<file path="src/sv/vsp_pkg.sv">
// ----------------------------------------------------------------------------
// vsp_pkg
// Types, register indexes and reset values of the valve step positioner.
// ----------------------------------------------------------------------------
package vsp_pkg;

  localparam int POSITION_WIDTH_DEFAULT = 16;
  localparam int TIME_WIDTH_DEFAULT     = 16;
  localparam int CFG_INDEX_WIDTH        = 3;
  localparam int CFG_DATA_WIDTH         = 16;
  localparam int PULSE_WIDTH            = 17;

  typedef enum logic [1:0] {
    PH_HOLD = 2'd0,
    PH_UP   = 2'd1,
    PH_DOWN = 2'd2
  } phase_t;

  typedef enum logic [CFG_INDEX_WIDTH-1:0] {
    REG_HOLD_TIME       = 3'd0,
    REG_UP_MIN_STEP     = 3'd1,
    REG_UP_MAX_STEP     = 3'd2,
    REG_DOWN_MIN_STEP   = 3'd3,
    REG_DOWN_MAX_STEP   = 3'd4,
    REG_UP_EXTRA_TIME   = 3'd5,
    REG_DOWN_EXTRA_TIME = 3'd6,
    REG_MOTOR_MODE      = 3'd7
  } reg_index_t;

  typedef struct packed {
    logic [15:0] hold_time;
    logic [15:0] up_min_step;
    logic [15:0] up_max_step;
    logic [15:0] down_min_step;
    logic [15:0] down_max_step;
    logic [15:0] up_extra_time;
    logic [15:0] down_extra_time;
    logic        motor_mode;
  } cfg_t;

  localparam cfg_t CFG_RESET = '{
    hold_time:       16'd400,
    up_min_step:     16'd50,
    up_max_step:     16'd400,
    down_min_step:   16'd50,
    down_max_step:   16'd400,
    up_extra_time:   16'd30,
    down_extra_time: 16'd30,
    motor_mode:      1'b0
  };

  localparam logic [PULSE_WIDTH-1:0] PULSE_RESET = 17'd400;

  typedef struct packed {
    logic [15:0] demand_position;
    logic        pressure_low;
    logic        startup_inhibit;
  } item_t;

  typedef struct packed {
    logic        open_enable;
    logic        close_enable;
    logic [1:0]  phase_now;
    logic [15:0] position_now;
    logic        demand_reset;
  } result_t;

endpackage

</file>
<file path="src/sv/vsp_step.sv">
// ----------------------------------------------------------------------------
// vsp_step
// One tick of the positioner: phase decision, clamped step, pulse length,
// position update and enable pair.
// ----------------------------------------------------------------------------
module vsp_step #(
  parameter int POSITION_WIDTH = vsp_pkg::POSITION_WIDTH_DEFAULT,
  parameter int TIME_WIDTH     = vsp_pkg::TIME_WIDTH_DEFAULT
) (
  input  vsp_pkg::cfg_t                         cfg,
  input  vsp_pkg::item_t                        item,
  input  vsp_pkg::phase_t                       phase,
  input  logic [TIME_WIDTH-1:0]                 elapsed_ticks,
  input  logic [vsp_pkg::PULSE_WIDTH-1:0]       pulse_length,
  input  logic [POSITION_WIDTH-1:0]             position,
  output vsp_pkg::phase_t                       phase_next,
  output logic [TIME_WIDTH-1:0]                 elapsed_ticks_next,
  output logic [vsp_pkg::PULSE_WIDTH-1:0]       pulse_length_next,
  output logic [POSITION_WIDTH-1:0]             position_next,
  output vsp_pkg::result_t                      result
);

  localparam int DW = (POSITION_WIDTH > 16) ? POSITION_WIDTH : 16;
  localparam int LW = (TIME_WIDTH > vsp_pkg::PULSE_WIDTH) ? TIME_WIDTH : vsp_pkg::PULSE_WIDTH;
  localparam logic [TIME_WIDTH-1:0] TIME_MAX = '1;

  logic [DW-1:0]             raw_w, demand_w, position_w;
  logic [DW-1:0]             up_diff, down_diff, up_step, down_step;
  logic [POSITION_WIDTH-1:0] demand;
  logic [TIME_WIDTH-1:0]     e;
  logic [LW-1:0]             e_w, time_max_w, hold_len, pulse_len;
  logic                      hold_over, pulse_over, up_go, down_go;
  logic                      changed, refused;

  assign raw_w      = DW'(item.demand_position);
  assign demand     = raw_w[POSITION_WIDTH-1:0];
  assign demand_w   = DW'(demand);
  assign position_w = DW'(position);

  assign up_diff   = demand_w - position_w;
  assign down_diff = position_w - demand_w;
  assign up_go     = (demand_w > position_w) && (up_diff > DW'(cfg.up_min_step));
  assign down_go   = (position_w > demand_w) && (down_diff > DW'(cfg.down_min_step));
  assign up_step   = (up_diff > DW'(cfg.up_max_step)) ? DW'(cfg.up_max_step) : up_diff;
  assign down_step = (down_diff > DW'(cfg.down_max_step)) ? DW'(cfg.down_max_step)
                                                           : down_diff;

  // saturating tick counter
  assign e          = elapsed_ticks + TIME_WIDTH'(elapsed_ticks != TIME_MAX);
  assign e_w        = LW'(e);
  assign time_max_w = LW'(TIME_MAX);
  assign hold_len   = (LW'(cfg.hold_time) > time_max_w) ? time_max_w : LW'(cfg.hold_time);
  assign pulse_len  = (LW'(pulse_length) > time_max_w) ? time_max_w : LW'(pulse_length);
  assign hold_over  = e_w >= hold_len;
  assign pulse_over = e_w >= pulse_len;

  always_comb begin
    phase_next        = phase;
    pulse_length_next = pulse_length;
    position_next     = position;
    changed           = 1'b0;
    refused           = 1'b0;
    if (item.startup_inhibit) begin
      phase_next = vsp_pkg::PH_DOWN;
    end else begin
      unique case (phase)
        vsp_pkg::PH_HOLD: begin
          if (hold_over) begin
            if (up_go) begin
              if (item.pressure_low) begin
                refused = 1'b1;
              end else begin
                phase_next        = vsp_pkg::PH_UP;
                changed           = 1'b1;
                pulse_length_next = vsp_pkg::PULSE_WIDTH'(up_step[15:0])
                                  + vsp_pkg::PULSE_WIDTH'(cfg.up_extra_time);
                position_next     = position + up_step[POSITION_WIDTH-1:0];
              end
            end else if (down_go) begin
              phase_next        = vsp_pkg::PH_DOWN;
              changed           = 1'b1;
              pulse_length_next = vsp_pkg::PULSE_WIDTH'(down_step[15:0])
                                + vsp_pkg::PULSE_WIDTH'(cfg.down_extra_time);
              position_next     = position - down_step[POSITION_WIDTH-1:0];
            end
          end
        end
        vsp_pkg::PH_UP, vsp_pkg::PH_DOWN: begin
          if (pulse_over) begin
            phase_next = vsp_pkg::PH_HOLD;
            changed    = 1'b1;
          end
        end
        default: begin
          phase_next = vsp_pkg::PH_HOLD;
          changed    = 1'b1;
        end
      endcase
    end
  end

  assign elapsed_ticks_next = changed ? '0 : e;

  always_comb begin
    if (cfg.motor_mode) begin
      result.open_enable  = (phase_next == vsp_pkg::PH_UP);
      result.close_enable = (phase_next == vsp_pkg::PH_DOWN);
    end else begin
      result.open_enable  = (phase_next != vsp_pkg::PH_DOWN);
      result.close_enable = (phase_next == vsp_pkg::PH_UP);
    end
    result.phase_now    = phase_next;
    result.position_now = 16'(position_next);
    result.demand_reset = refused;
  end

endmodule

</file>
<file path="src/sv/valve_step_positioner.sv">
// ----------------------------------------------------------------------------
// valve_step_positioner
// Stepping valve positioner, one transaction per millisecond tick.
// ----------------------------------------------------------------------------
// Each tick transaction is captured in an input register and, in the cycle it
// leaves that register, updates the phase, tick counter, pulse length and
// position estimate and loads the result register. A tick leaves the input
// register as soon as the result register is empty or being taken, so a
// result-side stall holds it there. One tick is taken every cycle as long as
// the result side keeps up; the rate is set by the combinational state update
// between the input register and the result register. Configuration writes
// apply at once and are meant to happen only while no tick is in flight.
module valve_step_positioner #(
  parameter int POSITION_WIDTH = vsp_pkg::POSITION_WIDTH_DEFAULT,
  parameter int TIME_WIDTH     = vsp_pkg::TIME_WIDTH_DEFAULT
) (
  input  logic                                   clk,
  input  logic                                   rst,
  input  logic                                   item_valid,
  output logic                                   item_stall,
  input  vsp_pkg::item_t                         item,
  output logic                                   result_valid,
  input  logic                                   result_stall,
  output vsp_pkg::result_t                       result,
  input  logic                                   cfg_write,
  input  logic [vsp_pkg::CFG_INDEX_WIDTH-1:0]    cfg_index,
  input  logic [vsp_pkg::CFG_DATA_WIDTH-1:0]     cfg_data
);

  vsp_pkg::cfg_t                      cfg;
  vsp_pkg::item_t                     item_reg;
  logic                               item_reg_valid;
  logic                               advance;

  vsp_pkg::phase_t                    phase, phase_next;
  logic [TIME_WIDTH-1:0]              elapsed_ticks, elapsed_ticks_next;
  logic [vsp_pkg::PULSE_WIDTH-1:0]    pulse_length, pulse_length_next;
  logic [POSITION_WIDTH-1:0]          position, position_next;
  vsp_pkg::result_t                   result_next;

  assign advance    = item_reg_valid && (!result_valid || !result_stall);
  assign item_stall = item_reg_valid && result_valid && result_stall;

  // configuration registers
  always_ff @(posedge clk) begin
    if (rst) begin
      cfg <= vsp_pkg::CFG_RESET;
    end else if (cfg_write) begin
      unique case (vsp_pkg::reg_index_t'(cfg_index))
        vsp_pkg::REG_HOLD_TIME:       cfg.hold_time       <= cfg_data;
        vsp_pkg::REG_UP_MIN_STEP:     cfg.up_min_step     <= cfg_data;
        vsp_pkg::REG_UP_MAX_STEP:     cfg.up_max_step     <= cfg_data;
        vsp_pkg::REG_DOWN_MIN_STEP:   cfg.down_min_step   <= cfg_data;
        vsp_pkg::REG_DOWN_MAX_STEP:   cfg.down_max_step   <= cfg_data;
        vsp_pkg::REG_UP_EXTRA_TIME:   cfg.up_extra_time   <= cfg_data;
        vsp_pkg::REG_DOWN_EXTRA_TIME: cfg.down_extra_time <= cfg_data;
        vsp_pkg::REG_MOTOR_MODE:      cfg.motor_mode      <= cfg_data[0];
        default: ;
      endcase
    end
  end

  // input register
  always_ff @(posedge clk) begin
    if (rst) begin
      item_reg_valid <= 1'b0;
    end else if (item_valid && !item_stall) begin
      item_reg_valid <= 1'b1;
    end else if (advance) begin
      item_reg_valid <= 1'b0;
    end
  end

  always_ff @(posedge clk) begin
    if (item_valid && !item_stall) begin
      item_reg <= item;
    end
  end

  vsp_step #(
    .POSITION_WIDTH (POSITION_WIDTH),
    .TIME_WIDTH     (TIME_WIDTH)
  ) u_step (
    .cfg                (cfg),
    .item               (item_reg),
    .phase              (phase),
    .elapsed_ticks      (elapsed_ticks),
    .pulse_length       (pulse_length),
    .position           (position),
    .phase_next         (phase_next),
    .elapsed_ticks_next (elapsed_ticks_next),
    .pulse_length_next  (pulse_length_next),
    .position_next      (position_next),
    .result             (result_next)
  );

  // positioner state
  always_ff @(posedge clk) begin
    if (rst) begin
      phase         <= vsp_pkg::PH_HOLD;
      elapsed_ticks <= '0;
      pulse_length  <= vsp_pkg::PULSE_RESET;
      position      <= '0;
    end else if (advance) begin
      phase         <= phase_next;
      elapsed_ticks <= elapsed_ticks_next;
      pulse_length  <= pulse_length_next;
      position      <= position_next;
    end
  end

  // result register
  always_ff @(posedge clk) begin
    if (rst) begin
      result_valid <= 1'b0;
    end else if (advance) begin
      result_valid <= 1'b1;
    end else if (!result_stall) begin
      result_valid <= 1'b0;
    end
  end

  always_ff @(posedge clk) begin
    if (advance) begin
      result <= result_next;
    end
  end

endmodule

</file>
<file path="config.mk">
export PLATFORM = sky130hd
export DESIGN_NAME = valve_step_positioner
export DESIGN_NICKNAME = d
export VERILOG_FILES = /design/src/sv/vsp_pkg.sv /design/src/sv/vsp_step.sv /design/src/sv/valve_step_positioner.sv
export SDC_FILE = /design/constraint.sdc
export NUM_CORES = 1
export LEC_CHECK = 0
export BUFFER_PORTS_ARGS = -buffer_cell sky130_fd_sc_hd__buf_2
export CAP_MARGIN = 20
export CORE_UTILIZATION = 35
export CTS_CLUSTER_SIZE = 24
export DETAILED_ROUTE_END_ITERATION = 8
export PLACE_DENSITY = 0.51
export SETUP_SLACK_MARGIN = 0.05
export SLEW_MARGIN = 20
export SYNTH_ARGS = -nofsm -noshare
export SYNTH_HDL_FRONTEND = slang
export SYNTH_HIERARCHICAL = 1
export SYNTH_SLANG_ARGS = --single-unit
export TNS_END_PERCENT = 10
</file>
<file path="constraint.sdc">
create_clock -name clk -period 15.2 [get_ports clk]
set_clock_uncertainty 0.05 [all_clocks]
set_input_delay 1.52 -clock clk [delete_from_list [all_inputs] [get_ports clk]]
set_output_delay 1.52 -clock clk [all_outputs]
set_load 0.05 [all_outputs]
</file>
# [Word-level counts from Yosys, hierarchy flattened]
# Cells that the tools add are included.
[word_totals] out_inout_bits=23 regBits=205 in_bits=42 wordCells=117
[classes] magnitude_cmp=10 reduce_logical=25 eq_ne=15 bitwise=4 n_mux=34 addsub=7
[op_table] op="$mux 16" count=10
[op_table] op="$gt 16x16->1" count=6
[op_table] op="$mux 17" count=4
[op_table] op="$sub 16x16->16" count=3
[op_table] op="$add 16x16->17" count=2
[op_table] op="$ge 16x17->1" count=2
[op_table] op="$gt 17x16->1 const B" count=1
[op_table] op="$add 16x1->16" count=1
[op_table] op="$add 16x16->16" count=1
[op_table] op="$gt 16x16->1 const B" count=1
[op_table] op="$ne 16x16->1 const B" count=1
[op_table] op="$reduce_and 2->1" count=8
[op_table] op="$mux 2" count=7
[op_table] op="$eq 3x3->1 const B" count=4
[op_table] op="$mux 1" count=11
[op_table] op="$eq 3x2->1 const B" count=2
[op_table] op="$logic_and 1x1->1" count=6
[op_table] op="$reduce_and 6->1" count=1
[op_table] op="$eq 2x1->1 const B" count=2
[op_table] op="$eq 2x2->1 const B" count=2
[op_table] op="$ne 2x2->1 const B" count=2
[op_table] op="$not 1->1" count=4
[op_table] op="$pmux 2 s2" count=1
[op_table] op="$reduce_bool 2->1" count=2
[op_table] op="9 further kinds" count=11

# [Longest topological paths before layout]
# Gate-level depths: netlist (run 1).
[logic_depth] ltp_word=10 ltp_mapped=35 ltp_nobuf=32

# [Modules after synthesis]
# The synthesis (run 1) kept the hierarchy.
[modules_own_cells] mod="vsp_step" area_per_inst_um2=8554.5 seq_area_each_um2=0.0 n_inst=1 cells_each=1217
[modules_own_cells] mod="valve_step_positioner" area_per_inst_um2=7898.8 seq_area_each_um2=4494.3 n_inst=1 cells_each=673

# [Worst setup path after synthesis (run 1)]
# Ideal clock, no wire load.
[synth_path] path_kind="register to register" from="register position[1]" to="register result[15] (netlist name), data pin" period_less_slack_ps=6310 t_arrival_ps=6009 path_slack_ps=8890 setup_ps=251 path_stages_with_launch=32 required_time_ps=14899 n_path_buf=3 path_cell_list="dfxtp_1 -> ha_1 -> nor2b_1 -> o31a_1 -> o41ai_4 -> o21ai_0 -> xnor2_1 -> ha_1 -> a21o_1 -> a211oi_1 -> nor2_1 -> nor3_1 -> o221ai_1 -> nand2_1 -> clkbuf_1 -> clkbuf_1 -> nor2_1 -> a21oi_1 -> ha_1 -> inv_1 -> fa_1 -> a21o_1 -> a21o_1 -> a21oi_1 -> o21ai_0 -> a211oi_1 -> o31ai_1 -> a21oi_1 -> xnor2_1 -> a22oi_1 -> o21ai_0 -> buf_4"
[synth_via] elab_chain_len=9 word_cells_on_any_way=20 classes_between="add/sub: 4; order compare: 6; mux: 8; reduce/logical: 2"
[synth_lines] item="from (decl)" line_no="valve_step_positioner.sv:38" source="logic [POSITION_WIDTH-1:0] position, position_next;"
[synth_lines] item="from (signal assigned)" line_no="valve_step_positioner.sv:108" source="position <= position_next;"
[synth_lines] item="$sub 16x16->16 (on tied branches)" line_no="vsp_step.sv:41, vsp_step.sv:40"
[synth_lines] item="$gt 16x16->1 (on tied branches)" line_no="vsp_step.sv:45, vsp_step.sv:44"
[synth_lines] item="$mux 16 (on tied branches)" line_no="vsp_step.sv:45, vsp_step.sv:44"
[synth_lines] item="$sub 16x16->16 or $add 16x16->16 (tied branches)" line_no="vsp_step.sv:84, vsp_step.sv:77"
[synth_lines] item="$mux 16 (on tied branches)" line_no="vsp_step.sv:79, vsp_step.sv:70"
[synth_lines] item="$mux 16 (*)" line_no="vsp_step.sv:69" source="if (up_go) begin"
[synth_lines] item="$mux 16 (*)" line_no="vsp_step.sv:68" source="if (hold_over) begin"
[synth_lines] item="$mux 16 (*)" line_no="vsp_step.sv:66" source="unique case (phase)"
[synth_lines] item="$mux 16 (*)" line_no="vsp_step.sv:63" source="if (item.startup_inhibit) begin"
[synth_lines] item="net position_next[14]" line_no="valve_step_positioner.sv:38"
[synth_lines] item="to (signal assigned)" line_no="valve_step_positioner.sv:125" source="result <= result_next;"
[synth_lines] item="to (decl)" line_no="valve_step_positioner.sv:24" source="output vsp_pkg::result_t result,"
# Mark *: on every way through the listed nets, which the timed path passes. The rest lies on a longest branch.
# A chain may end at the register's enable or synchronous reset.

# [Final worst setup path (run 1)]
[layout_path] from="register position[1]" to="register position[12]"
[layout_via] elab_chain_len=9 word_cells_on_any_way=20 classes_between="add/sub: 4; order compare: 6; mux: 8; reduce/logical: 2"
[layout_lines] item="$sub 16x16->16 (on tied branches)" line_no="vsp_step.sv:41, vsp_step.sv:40"
[layout_lines] item="$gt 16x16->1 (on tied branches)" line_no="vsp_step.sv:45, vsp_step.sv:44"
[layout_lines] item="$mux 16 (on tied branches)" line_no="vsp_step.sv:45, vsp_step.sv:44"
[layout_lines] item="$sub 16x16->16 or $add 16x16->16 (tied branches)" line_no="vsp_step.sv:84, vsp_step.sv:77"
[layout_lines] item="$mux 16 (on tied branches)" line_no="vsp_step.sv:79, vsp_step.sv:70"
[layout_lines] item="$mux 16 (*)" line_no="vsp_step.sv:69"
[layout_lines] item="$mux 16 (*)" line_no="vsp_step.sv:68"
[layout_lines] item="$mux 16 (*)" line_no="vsp_step.sv:66"
[layout_lines] item="$mux 16 (*)" line_no="vsp_step.sv:63"
[layout_lines] item="net position_next[12]" line_no="valve_step_positioner.sv:38"
# Marks and branches as above.

==> results of run 1 <==
[metrics by stage]
step,hold slack [ns],utilization [%],cell area (um^2),setup slack [ns]
global placement,0.411,36.8,17100,7.91
floorplan,0.397,-,16500,8.89
global route,0.444,38.9,18100,7.12
CTS,0.429,38.9,18100,7.72
detailed placement,0.418,36.8,17100,7.79
finish,0.426,38.9,18100,7.66
[cell usage after synthesis (9+ instances only)]
cell type and count:
sky130_fd_sc_hd__edfxtp_1 39, sky130_fd_sc_hd__inv_1 173, sky130_fd_sc_hd__buf_2 29, sky130_fd_sc_hd__and3_1 10, sky130_fd_sc_hd__a22oi_1 11, sky130_fd_sc_hd__o21a_1 21, sky130_fd_sc_hd__nand2_1 63, sky130_fd_sc_hd__nor2_2 10
sky130_fd_sc_hd__nor3_1 15, sky130_fd_sc_hd__a21o_1 61, sky130_fd_sc_hd__ha_1 200, sky130_fd_sc_hd__buf_4 20, sky130_fd_sc_hd__mux2_2 16, sky130_fd_sc_hd__nand3_1 32, sky130_fd_sc_hd__o21bai_1 9, sky130_fd_sc_hd__o22ai_1 27
sky130_fd_sc_hd__clkbuf_1 42, sky130_fd_sc_hd__nor2_1 141, sky130_fd_sc_hd__xor2_1 36, sky130_fd_sc_hd__xnor2_1 51, sky130_fd_sc_hd__nand4_1 18, sky130_fd_sc_hd__nor2b_1 14, sky130_fd_sc_hd__mux2i_1 166, sky130_fd_sc_hd__nand2b_1 209
sky130_fd_sc_hd__a21oi_1 108, sky130_fd_sc_hd__a211oi_1 15, sky130_fd_sc_hd__dfxtp_1 166, sky130_fd_sc_hd__o21ai_0 59
[routing by layer]
layer / vias to the layer above / wire [um] / GRT usage, %
met5: - / 0 / 0
met3: 78 / 1920 / 2.84
met4: 0 / 1710 / 6.88
li1: 6577 / - / -
met2: 272 / 24100 / 36.5
met1: 6330 / 23600 / 28.0
[critical path, stage by stage (launching register included)]
cell and delay, ns:
sky130_fd_sc_hd__dfxtp_1 0.57, sky130_fd_sc_hd__inv_1 0.17, sky130_fd_sc_hd__fa_1 0.51, sky130_fd_sc_hd__a21oi_2 0.19, sky130_fd_sc_hd__o21ai_0 0.26, sky130_fd_sc_hd__a21oi_1 0.19, sky130_fd_sc_hd__o21ai_0 0.13, sky130_fd_sc_hd__xor2_1 0.22
sky130_fd_sc_hd__ha_1 0.32, sky130_fd_sc_hd__nand2_1 0.07, sky130_fd_sc_hd__nor3_1 0.36, sky130_fd_sc_hd__o21ai_0 0.20, sky130_fd_sc_hd__a22oi_2 0.81, sky130_fd_sc_hd__o21ai_0 0.32, sky130_fd_sc_hd__ha_1 0.32, sky130_fd_sc_hd__fa_1 0.42
sky130_fd_sc_hd__a21o_1 0.18, sky130_fd_sc_hd__a21oi_1 0.24, sky130_fd_sc_hd__o21ai_0 0.21, sky130_fd_sc_hd__a21o_1 0.22, sky130_fd_sc_hd__a21o_1 0.20, sky130_fd_sc_hd__a31o_2 0.28, sky130_fd_sc_hd__a21o_1 0.19, sky130_fd_sc_hd__a21oi_1 0.17
sky130_fd_sc_hd__xor2_1 0.17, sky130_fd_sc_hd__o221ai_1 0.19, sky130_fd_sc_hd__nand2b_1 0.13, sky130_fd_sc_hd__mux2i_1 0.07
[power groups by stage]
stage          sequential [uW]  clock, uW  combinational (uW)
6_report                   576        689                 338
5_1_grt                    577        723                 369
4_1_cts                    576        705                 336
3_3_place_gp               587          0                 331
2_1_floorplan              592          0                 232
3_5_place_dp               588          0                 333
[cell families (layout without fill, tap and decap cells)]
kind of cell | Yosys count | after routing | synth area share [%]
muxes | 182 | 182 | 11.2
adders and majority gates | 206 | 206 | 15.9
AOI/OAI and AO/OA | 390 | 390 | 15.9
xor gates and xnor gates | 87 | 87 | 4.63
DFF | 205 | 205 | 27.3
buffers and inverters | 272 | 297 | 7.21
and+or+nand+nor | 548 | 548 | 17.8
[worst max-delay path by stage]
| stage | end | depth (start not counted) | slack (ns) | from |
|---|---|---|---|---|
| final | position[12] | 27 | 7.66 | position[1] |
| after floorplan | result[15] | 31 | 8.89 | position[1] |
| after global placement | position[12] | 27 | 7.91 | position[1] |
| after global routing | position[12] | 27 | 7.12 | position[1] |
| after CTS | position[12] | 27 | 7.72 | position[1] |
| after detailed placement | position[12] | 27 | 7.79 | position[1] |
[cell type report]
| type | instances | area (um^2) |
|---|---|---|
| fillers | 4721 | 28400 |
| inverters | 174 | 653 |
| clock inverters | 12 | 174 |
| well taps | 607 | 759 |
| repair buffers | 75 | 409 |
| flip-flops and latches | 205 | 4490 |
| clock buffers | 36 | 791 |
| multi-input cells | 1413 | 10800 |
==> impl_summary.md, run 1 <==
Outcome
The run finished with clean final reports.

Clock tree
Post-CTS timing repair inserted 0 buffers for setup. The later pin in the worst-skew pair is clocked with a latency of ~0.56 ns. The total of cells resized after clock tree synthesis is 0. In this run the clock root is driven by a sky130_fd_sc_hd__clkbuf_16. TritonCTS built the clock tree. Clock tree synthesis found a total of 205 sinks. After clock tree synthesis, the flow added hold-fix buffers numbering 0.

The maximum level of the CTS H-tree is 1. The maximum clock insertion buffer count is 3. After clock tree synthesis, the clock-pin slew on the worst setup and hold paths is 0.06 ns. Counting the buffers created by CTS gives 26.

Synth
In this run, synthesis inferred 39 flip-flops with an integrated enable. In the synthesized netlist the dominant register cell turns out to be sky130_fd_sc_hd__dfxtp_1. Ranked by total cell area, the synthesized netlist is headed by sky130_fd_sc_hd__dfxtp_1, sky130_fd_sc_hd__ha_1, sky130_fd_sc_hd__mux2i_1. Synthesis produced a netlist whose cell count is 1890.

After synthesis the cells add up to 16500 um^2. A synthesized cell averages 8.71 um^2. The number of storage elements in the synthesis netlist is 205. For this run, the number of Yosys warnings is 6. The leading area contributor after synthesis is sky130_fd_sc_hd__dfxtp_1. The count of cell types in the netlist is 85. The share of the Yosys chip area taken by registers is 27.3%.

The proportion of netlist area held by the largest area contributor is 20.2%. The fraction of registers with async set or reset after synthesis is 0%. Synthesis produced a netlist with a net count of approximately 2100.

Pwr
In this run the static leakage power is between 0.008 and 0.009 uW. IR analysis of the VDD net gives a maximum drop of 84.1 uV. For this design the ratio of total power to cell area is 88.6 nW/um^2. The clock network burns between 40 and 50% of the power. The cell-internal power is 1130 uW. Net switching is 29.7% of the power. The sequential power share is 35.9%. Summed over all nets, the switching power comes to 476 uW. Combinational cells account for 21.1% of the total power. The design draws 1600 uW.

Die
The full die area is 47900 um^2. During I/O placement, the number of pins put on the boundary was 65. The core region is 46500 um^2. The initial utilization of the core area, before any placement, comes to 35.4%. From bottom edge to top edge, the die measures 219 um. The width of the die is 219 um. The initialized floorplan defines 79 standard-cell rows.

Place
The number of placed instances, taps included is 2473. At the end of routability-driven placement, the weighted congestion stood at 0.890. The placed wire-length estimate after detailed placement is 40300 um. The number of I/O port buffers is 64.

Worst setup path
The origin of the critical flop-to-flop path is position[1]. For the worst flop-to-flop path, the logic depth is 27. The category of the worst setup path launch point is a register. The endpoint of the worst register-to-register path is position[12].

The data arrival time at the worst-slack endpoint is ~8 ns. The critical path required time is 15.54 ns. Of all nets on the critical path, the largest fanout is 18. The reg-to-reg setup timing slack is 7.66 ns. The worst setup path is captured at a register. The type of the setup path with the least slack is register to register.

Min path
Counting instances, the worst hold path has a depth of 2. The startpoint identified for the worst hold timing path is cfg[109]. The end point of the most critical hold path is cfg[109]. The path class of the tightest hold or removal check is register to register.

Detailed routing
The average via count per standard cell is 5.26. The sum of routed wire length over all layers is 51400 um. The number of design-rule violations left by the first detailed-router iteration is roughly 870. The detail route stage leaves a number of antenna-violating nets equal to 0.

Detailed routing inserted a total of 13300 vias. In the final routed layout, each cell accounts on average for 20.4 um. The total DRC errors in the routed layout is 0. The pre-antenna-repair detailed-routing pass consisted of 5 iterations.

Finish
The most common cell after layout, fill and taps aside is sky130_fd_sc_hd__nand2b_1. The number of antenna diodes in the final layout is 0. The register with the most flip-flops in the layout has between 100 and 150 of them.

The library cells used most frequently in the layout, excluding fill and tap cells, are sky130_fd_sc_hd__nand2b_1, sky130_fd_sc_hd__ha_1, sky130_fd_sc_hd__inv_1, sky130_fd_sc_hd__mux2i_1, sky130_fd_sc_hd__dfxtp_1. Of the cells placed in the final design, the portion with a size suffix greater than 1 is under 10%. The count of placed standard cells in the final layout, fillers left out is 2522. Relative to the synthesized area, the layout overhead comes to 9.92%.

The number of nets in the final layout is 2143.

STA
Timing would allow up to 133 MHz. The post-route fraction of the period consumed by the critical path is 49.6%. The actual slew at the worst max-slew pin is about 1.1 ns.

The final period demand of the worst path is 7.54 ns. The final total negative setup slack is 0 ns. The worst relative slew slack is approximately 27%. The count of final max-slew check failures was 0. The number of failing setup endpoints in the final timing report is 0.

Setup repair after global routing left no endpoint under its margin. The number of hold violations in the final report came to 0.

GRT
For this run the aggregate overflow at the end of global routing stands at 0. The number of global-route vias before repair is 13200. The global-route wire length before repair is 78000 um. The maximum number of pins on one net before global-route repair is 121.

The initial antenna violation count is 0. For this run, the total global-route usage over all layers was measured as 21.5%.

Job
The max-cap check violation count is 0.
No activity file was read; power rests on OpenSTA's default activity.
==> run 2, diff against run 1 <==
PLACE_DENSITY = 0.53   (was 0.51)
clock period = 6.6 ns   (was 15.2 ns; I/O delays follow)
==> impl_summary.md, run 2 (same netlist as run 1, synthesis figures left out) <==
Outcome
The run finished with clean final reports.

STA
The count of final max-slew check failures was 0 (unchanged). The post-route fraction of the period consumed by the critical path is 96.3% (+47 points). The number of failing setup endpoints in the final timing report was 0 (unchanged). The maximum frequency from static timing analysis is 157 MHz (+19%). The worst relative slew slack was 38.6% (+12 points). The post-layout worst setup margin is 0.247 ns (-7.42 ns).

Setup repair after global routing could not meet its margin everywhere. The number of hold violations in the final report was 0 (unchanged). The final period demand of the worst path is 6.35 ns (-1.18 ns). The actual slew at the worst max-slew pin is 0.921 ns (-0.174 ns).

Finish
Compared with the post-synthesis result, the final layout area differs by 14.9%. The flip-flop count of the largest register after layout is 113 (unchanged). The top cell types in the final layout, fill and taps aside, are sky130_fd_sc_hd__nand2b_1, sky130_fd_sc_hd__ha_1, sky130_fd_sc_hd__inv_1, sky130_fd_sc_hd__mux2i_1, sky130_fd_sc_hd__dfxtp_1. The summed area of non-filler cells in the final layout was 18900 um^2 (+4.5%). The antenna cell count came to 0 (unchanged).

The share of post-route cells with drive strength above 1 was 15.9% (+6.6 points). The most common cell after layout, fill and taps aside is sky130_fd_sc_hd__nand2b_1. The count of placed standard cells in the final layout, fillers left out is 2612 (+3.6%). The number of fill cells is 4697 (-0.51%).

The number of nets in the final layout is 2238 (+4.4%).

Detailed routing
The average routed wire per standard cell is 20.6 um (+1.1%). The number of design-rule violations left by the first detailed-router iteration came to 899 (+3.8%). The total DRC errors in the routed layout came to 0 (unchanged). The average via count per standard cell is 5.25 (about the same).

The number of routed nets with antenna violations is 0 (unchanged). The count of vias placed by the detailed router is 13700 (+3.5%). The total iterations of the first detailed-routing run is 5 (unchanged). The sum of routed wire length over all layers is 53800 um (+4.7%).

Place
The number of I/O port buffers was 64 (unchanged). The placed wire-length estimate after detailed placement is 42300 um (+5.0%). The post-placement setup slack is -0.230 ns (-8.02 ns).

The last weighted congestion value of the routability-driven placer was 0.929 (+4.3%). The number of placed instances, taps included is 2553 (+3.2%). The cell area after placement is 17700 um^2 (+3.5%).

GRT
The global routing stage identified its most utilized layer as met2. The overall fraction of global-route tracks in use is 22.0% (+0.55 points). The maximum number of pins on one net before global-route repair is 134 (+11%). The number of global-route vias before repair is 13300 (+1.2%).

The met1 routing resource usage after global routing is 29.3% (+1.4 points). The total overflow reported by the global router is 0 (unchanged). The fraction of met3 tracks used by global routing is 3.12% (+0.28 points).

The met2 usage in global routing is 36.8% (+0.30 points). The initial antenna violation count is 0 (unchanged). The global-route wire length before repair is 80400 um (+3.1%).

Clock tree
The post-cts hold buffer count is 0 (unchanged). The cell sitting at the root of the clock tree is a sky130_fd_sc_hd__clkbuf_16. The total CTS buffers is 25 (-3.8%). The clock-pin transition on the worst setup and hold timing paths is 0.07 ns (about the same). TritonCTS built the clock tree. The total clock sinks is 205 (unchanged).

The insertion delay to the later sink of the worst-skew pair is 0.55 ns (about the same). The maximum level of the CTS H-tree was 1 (unchanged). The maximum clock insertion buffer count is 3 (unchanged).

Die
The width of the die is 219 um (unchanged). The starting density of the core came to 35.4% (unchanged). The number of I/O pins is 65 (unchanged). The vertical die dimension is 219 um (unchanged). The number of rows in the core area is 79 (unchanged). The full die area was 47900 um^2 (unchanged).

The core outline area was 46500 um^2 (unchanged).

Pwr
The total leakage power is 0.00881 uW (+5.4%). The cell-internal power is 2510 uW (+120%). The sequential power share is 36.6% (+0.7 points). The ratio of total power to cell area is 192 nW/um^2 (+120%). The highest ir drop seen on vdd came to 203 uV (+140%). The portion of total power attributed to the clock network is 38.9% (-4.1 points). The total chip power is 3620 uW (+130%).

The portion of total power attributed to combinational logic is 24.5% (+3.4 points). The net switching fraction of the power is 30.7% (+0.99 points). The power dissipated by switching net loads came to 1110 uW (+130%).

Worst setup path
The total buffers and inverters traversed by the critical path is 6 (+5). The kind of cell with the highest combined delay along the critical path is compound AO/OA/AOI/OAI gates. The data arrival time at the worst-slack endpoint is 6.61 ns (-1.27 ns). The highest fanout seen on the critical path is 7 (-11). The critical path required time was 6.86 ns (-8.68 ns). The biggest cell delay along the critical path came to 0.41 ns (-0.40 ns). The critical path's slowest cell is sky130_fd_sc_hd__o41ai_4.

The category of the worst setup path launch point is a register. The cell repeated most along the worst path is sky130_fd_sc_hd__buf_4. The type of the setup path with the least slack is register to register. The kind of capture point of the worst setup path is a register.

Job
The max-cap check violation count was 0 (unchanged).

Min path
The class of the worst hold path is input pin to register.
## run 2: cell count changes in the layout (fill, tap and decap cells not counted), sizes merged
cell	previous run	this run
bufinv	4	2
clkbuf	36	33
clkinv	4	5
clkinvlp	2	1
inv	176	175
buf	75	171
## run 2: power by group through the flow
stage | registers, uW | logic [uW] | clock network [uW]
final | 1320 | 890 | 1410
after global routing | 1330 | 956 | 1490
after CTS | 1330 | 838 | 1450
after detailed placement | 1350 | 830 | 0
after global placement | 1350 | 821 | 0
after floorplan | 1360 | 533 | 0
## run 2: worst paths after layout
kind / from / to / slack [ns] / cells past startpoint
setup / recovery: item_reg[3] / result[16] / 0.25 / 31
hold / removal: item[13] / item_reg[13] / 0.24 / 1
hold reg to reg: cfg[58] / cfg[58] / 0.42 / 2
setup reg to reg: item_reg[3] / result[16] / 0.25 / 31
## run 2: cell type report
type	count	area, um^2	share of cell area, %
clock buffer	33	719	3.81
clock inverter	9	98.8	0.523
inverter	174	653	3.46
multi-input combinational	1413	11000	58.4
sequential	205	4500	23.8
tap	607	759	4.02
timing repair buffer	171	1140	6.02
## run 2: per-stage QoR
| step | hold WS (ns) | TNS, ns | utilization (%) |
|---|---|---|---|
| global route | 0.227 | -0.245 | 40.7 |
| finish | 0.242 | 0 | 40.7 |
| CTS | 0.219 | 0 | 39.9 |
| global placement | 0.412 | -0.340 | 38.1 |
| floorplan | 0.397 | 0 | - |
| detailed placement | 0.417 | -0.518 | 38.1 |
## run 2: metal layers
metal / vias up / part of all wire [%]
li1: 6754 / -
met1: 6576 / 46
met2: 297 / 47
met3: 98 / 4.3
met4: 0 / 3.2
met5: - / 0
## run 2: what timing repair did
action / CTS / global route
cloned: 0 / 0
setup endpoints to repair: 8 / 25
pin swaps: 1 / 38
setup buffers: 1 / 15
gates resized for setup: 5 / 64
==> run 3, diff against run 2 <==
SYNTH_HIERARCHICAL = unset   (was 1)
TNS_END_PERCENT = unset   (was 10)
clock period = 5.3 ns   (was 6.6 ns; I/O delays follow)
==> impl_summary.md, run 3 <==
GRT
The total overflow reported by the global router was 0 (unchanged). The initial antenna violation count is 1 (+1). The maximum number of pins on one net before global-route repair is 97 (-28%). The overall fraction of global-route tracks in use was 25.7% (+3.6 points). The global-route wire length before repair is 86100 um (+7.1%). The number of global-route vias before repair is 15000 (+12%).

Finish
In the layout the commonest cells are sky130_fd_sc_hd__buf_4, sky130_fd_sc_hd__nand2_1, sky130_fd_sc_hd__ha_1, sky130_fd_sc_hd__a21oi_1, sky130_fd_sc_hd__dfxtp_1. The antenna cell count was 0 (unchanged). The count of placed standard cells in the final layout, fillers left out is 2878 (+10%). The layout overhead on the synthesized area is 44.5%.

The number of nets in the final layout was 2565 (+15%). Leaving out fill and tap cells, the most frequent cell in the layout is sky130_fd_sc_hd__buf_4. The number of fill cells is 4016 (-14%).

The flip-flop count of the largest register after layout is 113 (unchanged). The share of post-route cells with drive strength above 1 is 36.3% (+20 points).

Detailed routing
The total DRC errors in the routed layout is 0 (unchanged). The number of routed nets with antenna violations is 0 (unchanged). The number of design-rule violations left by the first detailed-router iteration came to 884 (-1.7%).

The average via count per standard cell is 5.31 (+1.0%). The average routed wire per standard cell came to 20.2 um (-1.7%). The sum of routed wire length over all layers came to 58200 um (+8.3%). The count of vias placed by the detailed router is 15300 (+11%).

The total iterations of the first detailed-routing run is 6 (+1).

Synth
Among all flip-flop cells after synthesis, the most frequent one is sky130_fd_sc_hd__dfxtp_1. In the synthesized netlist, the cells that appear most often are sky130_fd_sc_hd__nand2_1, sky130_fd_sc_hd__a21oi_1, sky130_fd_sc_hd__ha_1, sky130_fd_sc_hd__dfxtp_1, sky130_fd_sc_hd__inv_1. The leading area contributor after synthesis is sky130_fd_sc_hd__dfxtp_1. The count of flip-flops with a built-in enable after synthesis is 39 (unchanged). The number of storage elements in the synthesis netlist was 205 (unchanged). Among all cell types in the netlist, the one instantiated most often is sky130_fd_sc_hd__nand2_1. The number of nets produced by synthesis is 2103 (-1.6%).

By area the synthesized netlist is led by sky130_fd_sc_hd__dfxtp_1, sky130_fd_sc_hd__ha_1, sky130_fd_sc_hd__edfxtp_1. The count of mapped cells out of synthesis is 1859 (-1.6%). The mean area per synthesized cell was 8.12 um^2 (-6.8%). The combined area of all synthesized cells is 15100 um^2 (-8.3%). The fraction of registers with async set or reset after synthesis is 0% (unchanged). The count of cell types in the netlist came to 80 (-5.9%). The count of synthesis-stage warnings from yosys is 0 (-6).

The share of synthesized area occupied by flip-flops and latches came to 29.8% (+2.5 points). The proportion of netlist area held by the largest area contributor is 22.0% (+1.8 points).

Clock tree
The total CTS buffers came to 25 (unchanged). The maximum clock insertion buffer count is 3 (unchanged). The maximum level of the CTS H-tree is 1 (unchanged). The insertion delay to the later sink of the worst-skew pair is 0.56 ns (about the same).

The clock-pin transition on the worst setup and hold timing paths is 0.06 ns (about the same). TritonCTS built the clock tree. The post-cts hold buffer count is 0 (unchanged). The root buffer cell chosen for the clock tree is sky130_fd_sc_hd__clkbuf_16.

The total clock sinks is 205 (unchanged).

Pwr
The power dissipated by switching net loads came to 1600 uW (+43%). The ratio of total power to cell area is 232 nW/um^2 (+21%). The net switching fraction of the power is 31.6% (+0.87 points).

The cell-internal power is 3460 uW (+38%). The portion of total power attributed to combinational logic came to 31.2% (+6.7 points). The total leakage power came to 0.00960 uW (+9.0%). The portion of total power attributed to the clock network is 36.2% (-2.7 points). The sequential power share is 32.6% (-4.0 points). The highest ir drop seen on vdd is 207 uV (+1.9%).

STA
The maximum frequency from static timing analysis was 165 MHz (+5.1%). The actual slew at the worst max-slew pin is 0.996 ns (+0.0750 ns). The worst relative slew slack is 33.6% (-5.1 points). The final total negative setup slack came to -15.64 ns (-15.64 ns).

The number of failing setup endpoints in the final timing report came to 37 (+37). Setup repair after global routing could not meet its margin everywhere. The final period demand of the worst path was 6.05 ns (-0.307 ns). The post-route fraction of the period consumed by the critical path is 114% (+18 points). The number of hold violations in the final report came to 0 (unchanged).

The post-layout worst setup margin is -0.746 ns (-0.993 ns). The count of final max-slew check failures is 0 (unchanged).

Place
The placed wire-length estimate after detailed placement came to 43800 um (+3.6%). The number of I/O port buffers is 64 (unchanged). The last weighted congestion value of the routability-driven placer is 0.941 (+1.3%). The number of placed instances, taps included is 2760 (+8.1%).

The post-placement setup slack was -1.12 ns (-0.891 ns).

Outcome
The run finished, with violations left. The checks that failed: setup timing.

Worst setup path
The biggest cell delay along the critical path came to 0.36 ns (-0.05 ns). Among the stages of the critical path, the cell type that occurs most often is sky130_fd_sc_hd__a21o_1. The worst setup path is of the register to register kind. The data arrival time at the worst-slack endpoint is 6.30 ns (-0.31 ns). For this design, the slowest cell found on the critical path is sky130_fd_sc_hd__a2111oi_4. The critical path required time is 5.55 ns (-1.31 ns).

STA classifies the critical path startpoint as a register. The worst setup path is captured at a register. The highest fanout seen on the critical path is 4 (-3).

Die
The vertical die dimension was 210 um (-4.2%). The number of I/O pins came to 65 (unchanged). The core outline area came to 42200 um^2 (-9.1%).

The starting density of the core came to 35.7% (+0.32 points). The number of rows in the core area is 75 (-5.1%). The full die area came to 44000 um^2 (-8.2%). The width of the die came to 210 um (-4.2%).

Min path
The min-delay analysis places its worst path in the category input pin to register.

Job
The max-cap check violation count was 0 (unchanged).
-- run 3: layout make-up --
| type | instances | area [um^2] | area share (%) |
|---|---|---|---|
| clock buffer | 35 | 723 | 3.32 |
| multi-input combinational | 1421 | 11200 | 51.4 |
| inverter | 160 | 606 | 2.78 |
| clock inverter | 10 | 133 | 0.608 |
| timing repair buffer | 508 | 3960 | 18.2 |
| tap | 539 | 674 | 3.09 |
| sequential | 205 | 4500 | 20.7 |
-- run 3: critical path, delay by kind of cell (launching register included) --
family,cells,cell delay (ns)
AO/OA/AOI/OAI,14,2.72
adder cells (fa/ha/maj),5,1.32
buffers and inverters,5,0.39
XOR/XNOR,2,0.36
flip-flops,1,0.32
AND/OR/NAND/NOR,3,0.31
multiplexers,1,0.27
-- run 3: what timing repair did --
| action | 4_1_cts | 5_1_grt |
|---|---|---|
| setup endpoints to repair | 56 | 61 |
| buffers inserted | 50 | 47 |
| cloned | 1 | 2 |
| pin swaps | 111 | 140 |
| resized for setup | 182 | 138 |
-- run 3: path summary, 6_finish.rpt --
kind / from / end / slack, ns / cells past startpoint
worst max-delay path: position[0] / result[15] / -0.75 / 30
worst min-delay path: item[17] / item_reg[17] / 0.1 / 1
worst max register to register: position[0] / result[15] / -0.75 / 30
worst min register to register: cfg[61] / cfg[61] / 0.40 / 2
-- run 3: cell families after synthesis --
family          Yosys count  share of synthesized area [%]
compound gates          493                           21.2
xor+xnor                 86                           4.99
fa+ha+maj               202                           17.0
buf+inv                 233                           6.06
flops                   205                           29.8
mux                      37                           2.71
simple gates            603                           18.2
-- run 3: power by group through the flow --
stage               clock, uW  combinational, uW  sequential, uW
finish                   1830               1580            1650
global route             1920               1690            1650
CTS                      1860               1450            1650
detailed placement          0               1290            1680
global placement            0               1280            1680
floorplan                   0                681            1700
-- run 3: metrics by stage --
step	hold slack (ns)	utilization, %	cell area [um^2]	total power [uW]
after floorplan	0.382	-	15300	2380
after global placement	0.395	44.5	18800	2960
after detailed placement	0.397	44.6	18800	2970
after CTS	0.0808	49.3	20800	4960
after global routing	0.0948	51.6	21800	5260
final	0.0962	51.6	21800	5060
-- run 3: routing by layer --
layer	wire length [um]	global-route usage, %
met2	28400	45.6
met5	0	0
met4	2290	8.13
met3	2450	3.05
met1	25100	32.2
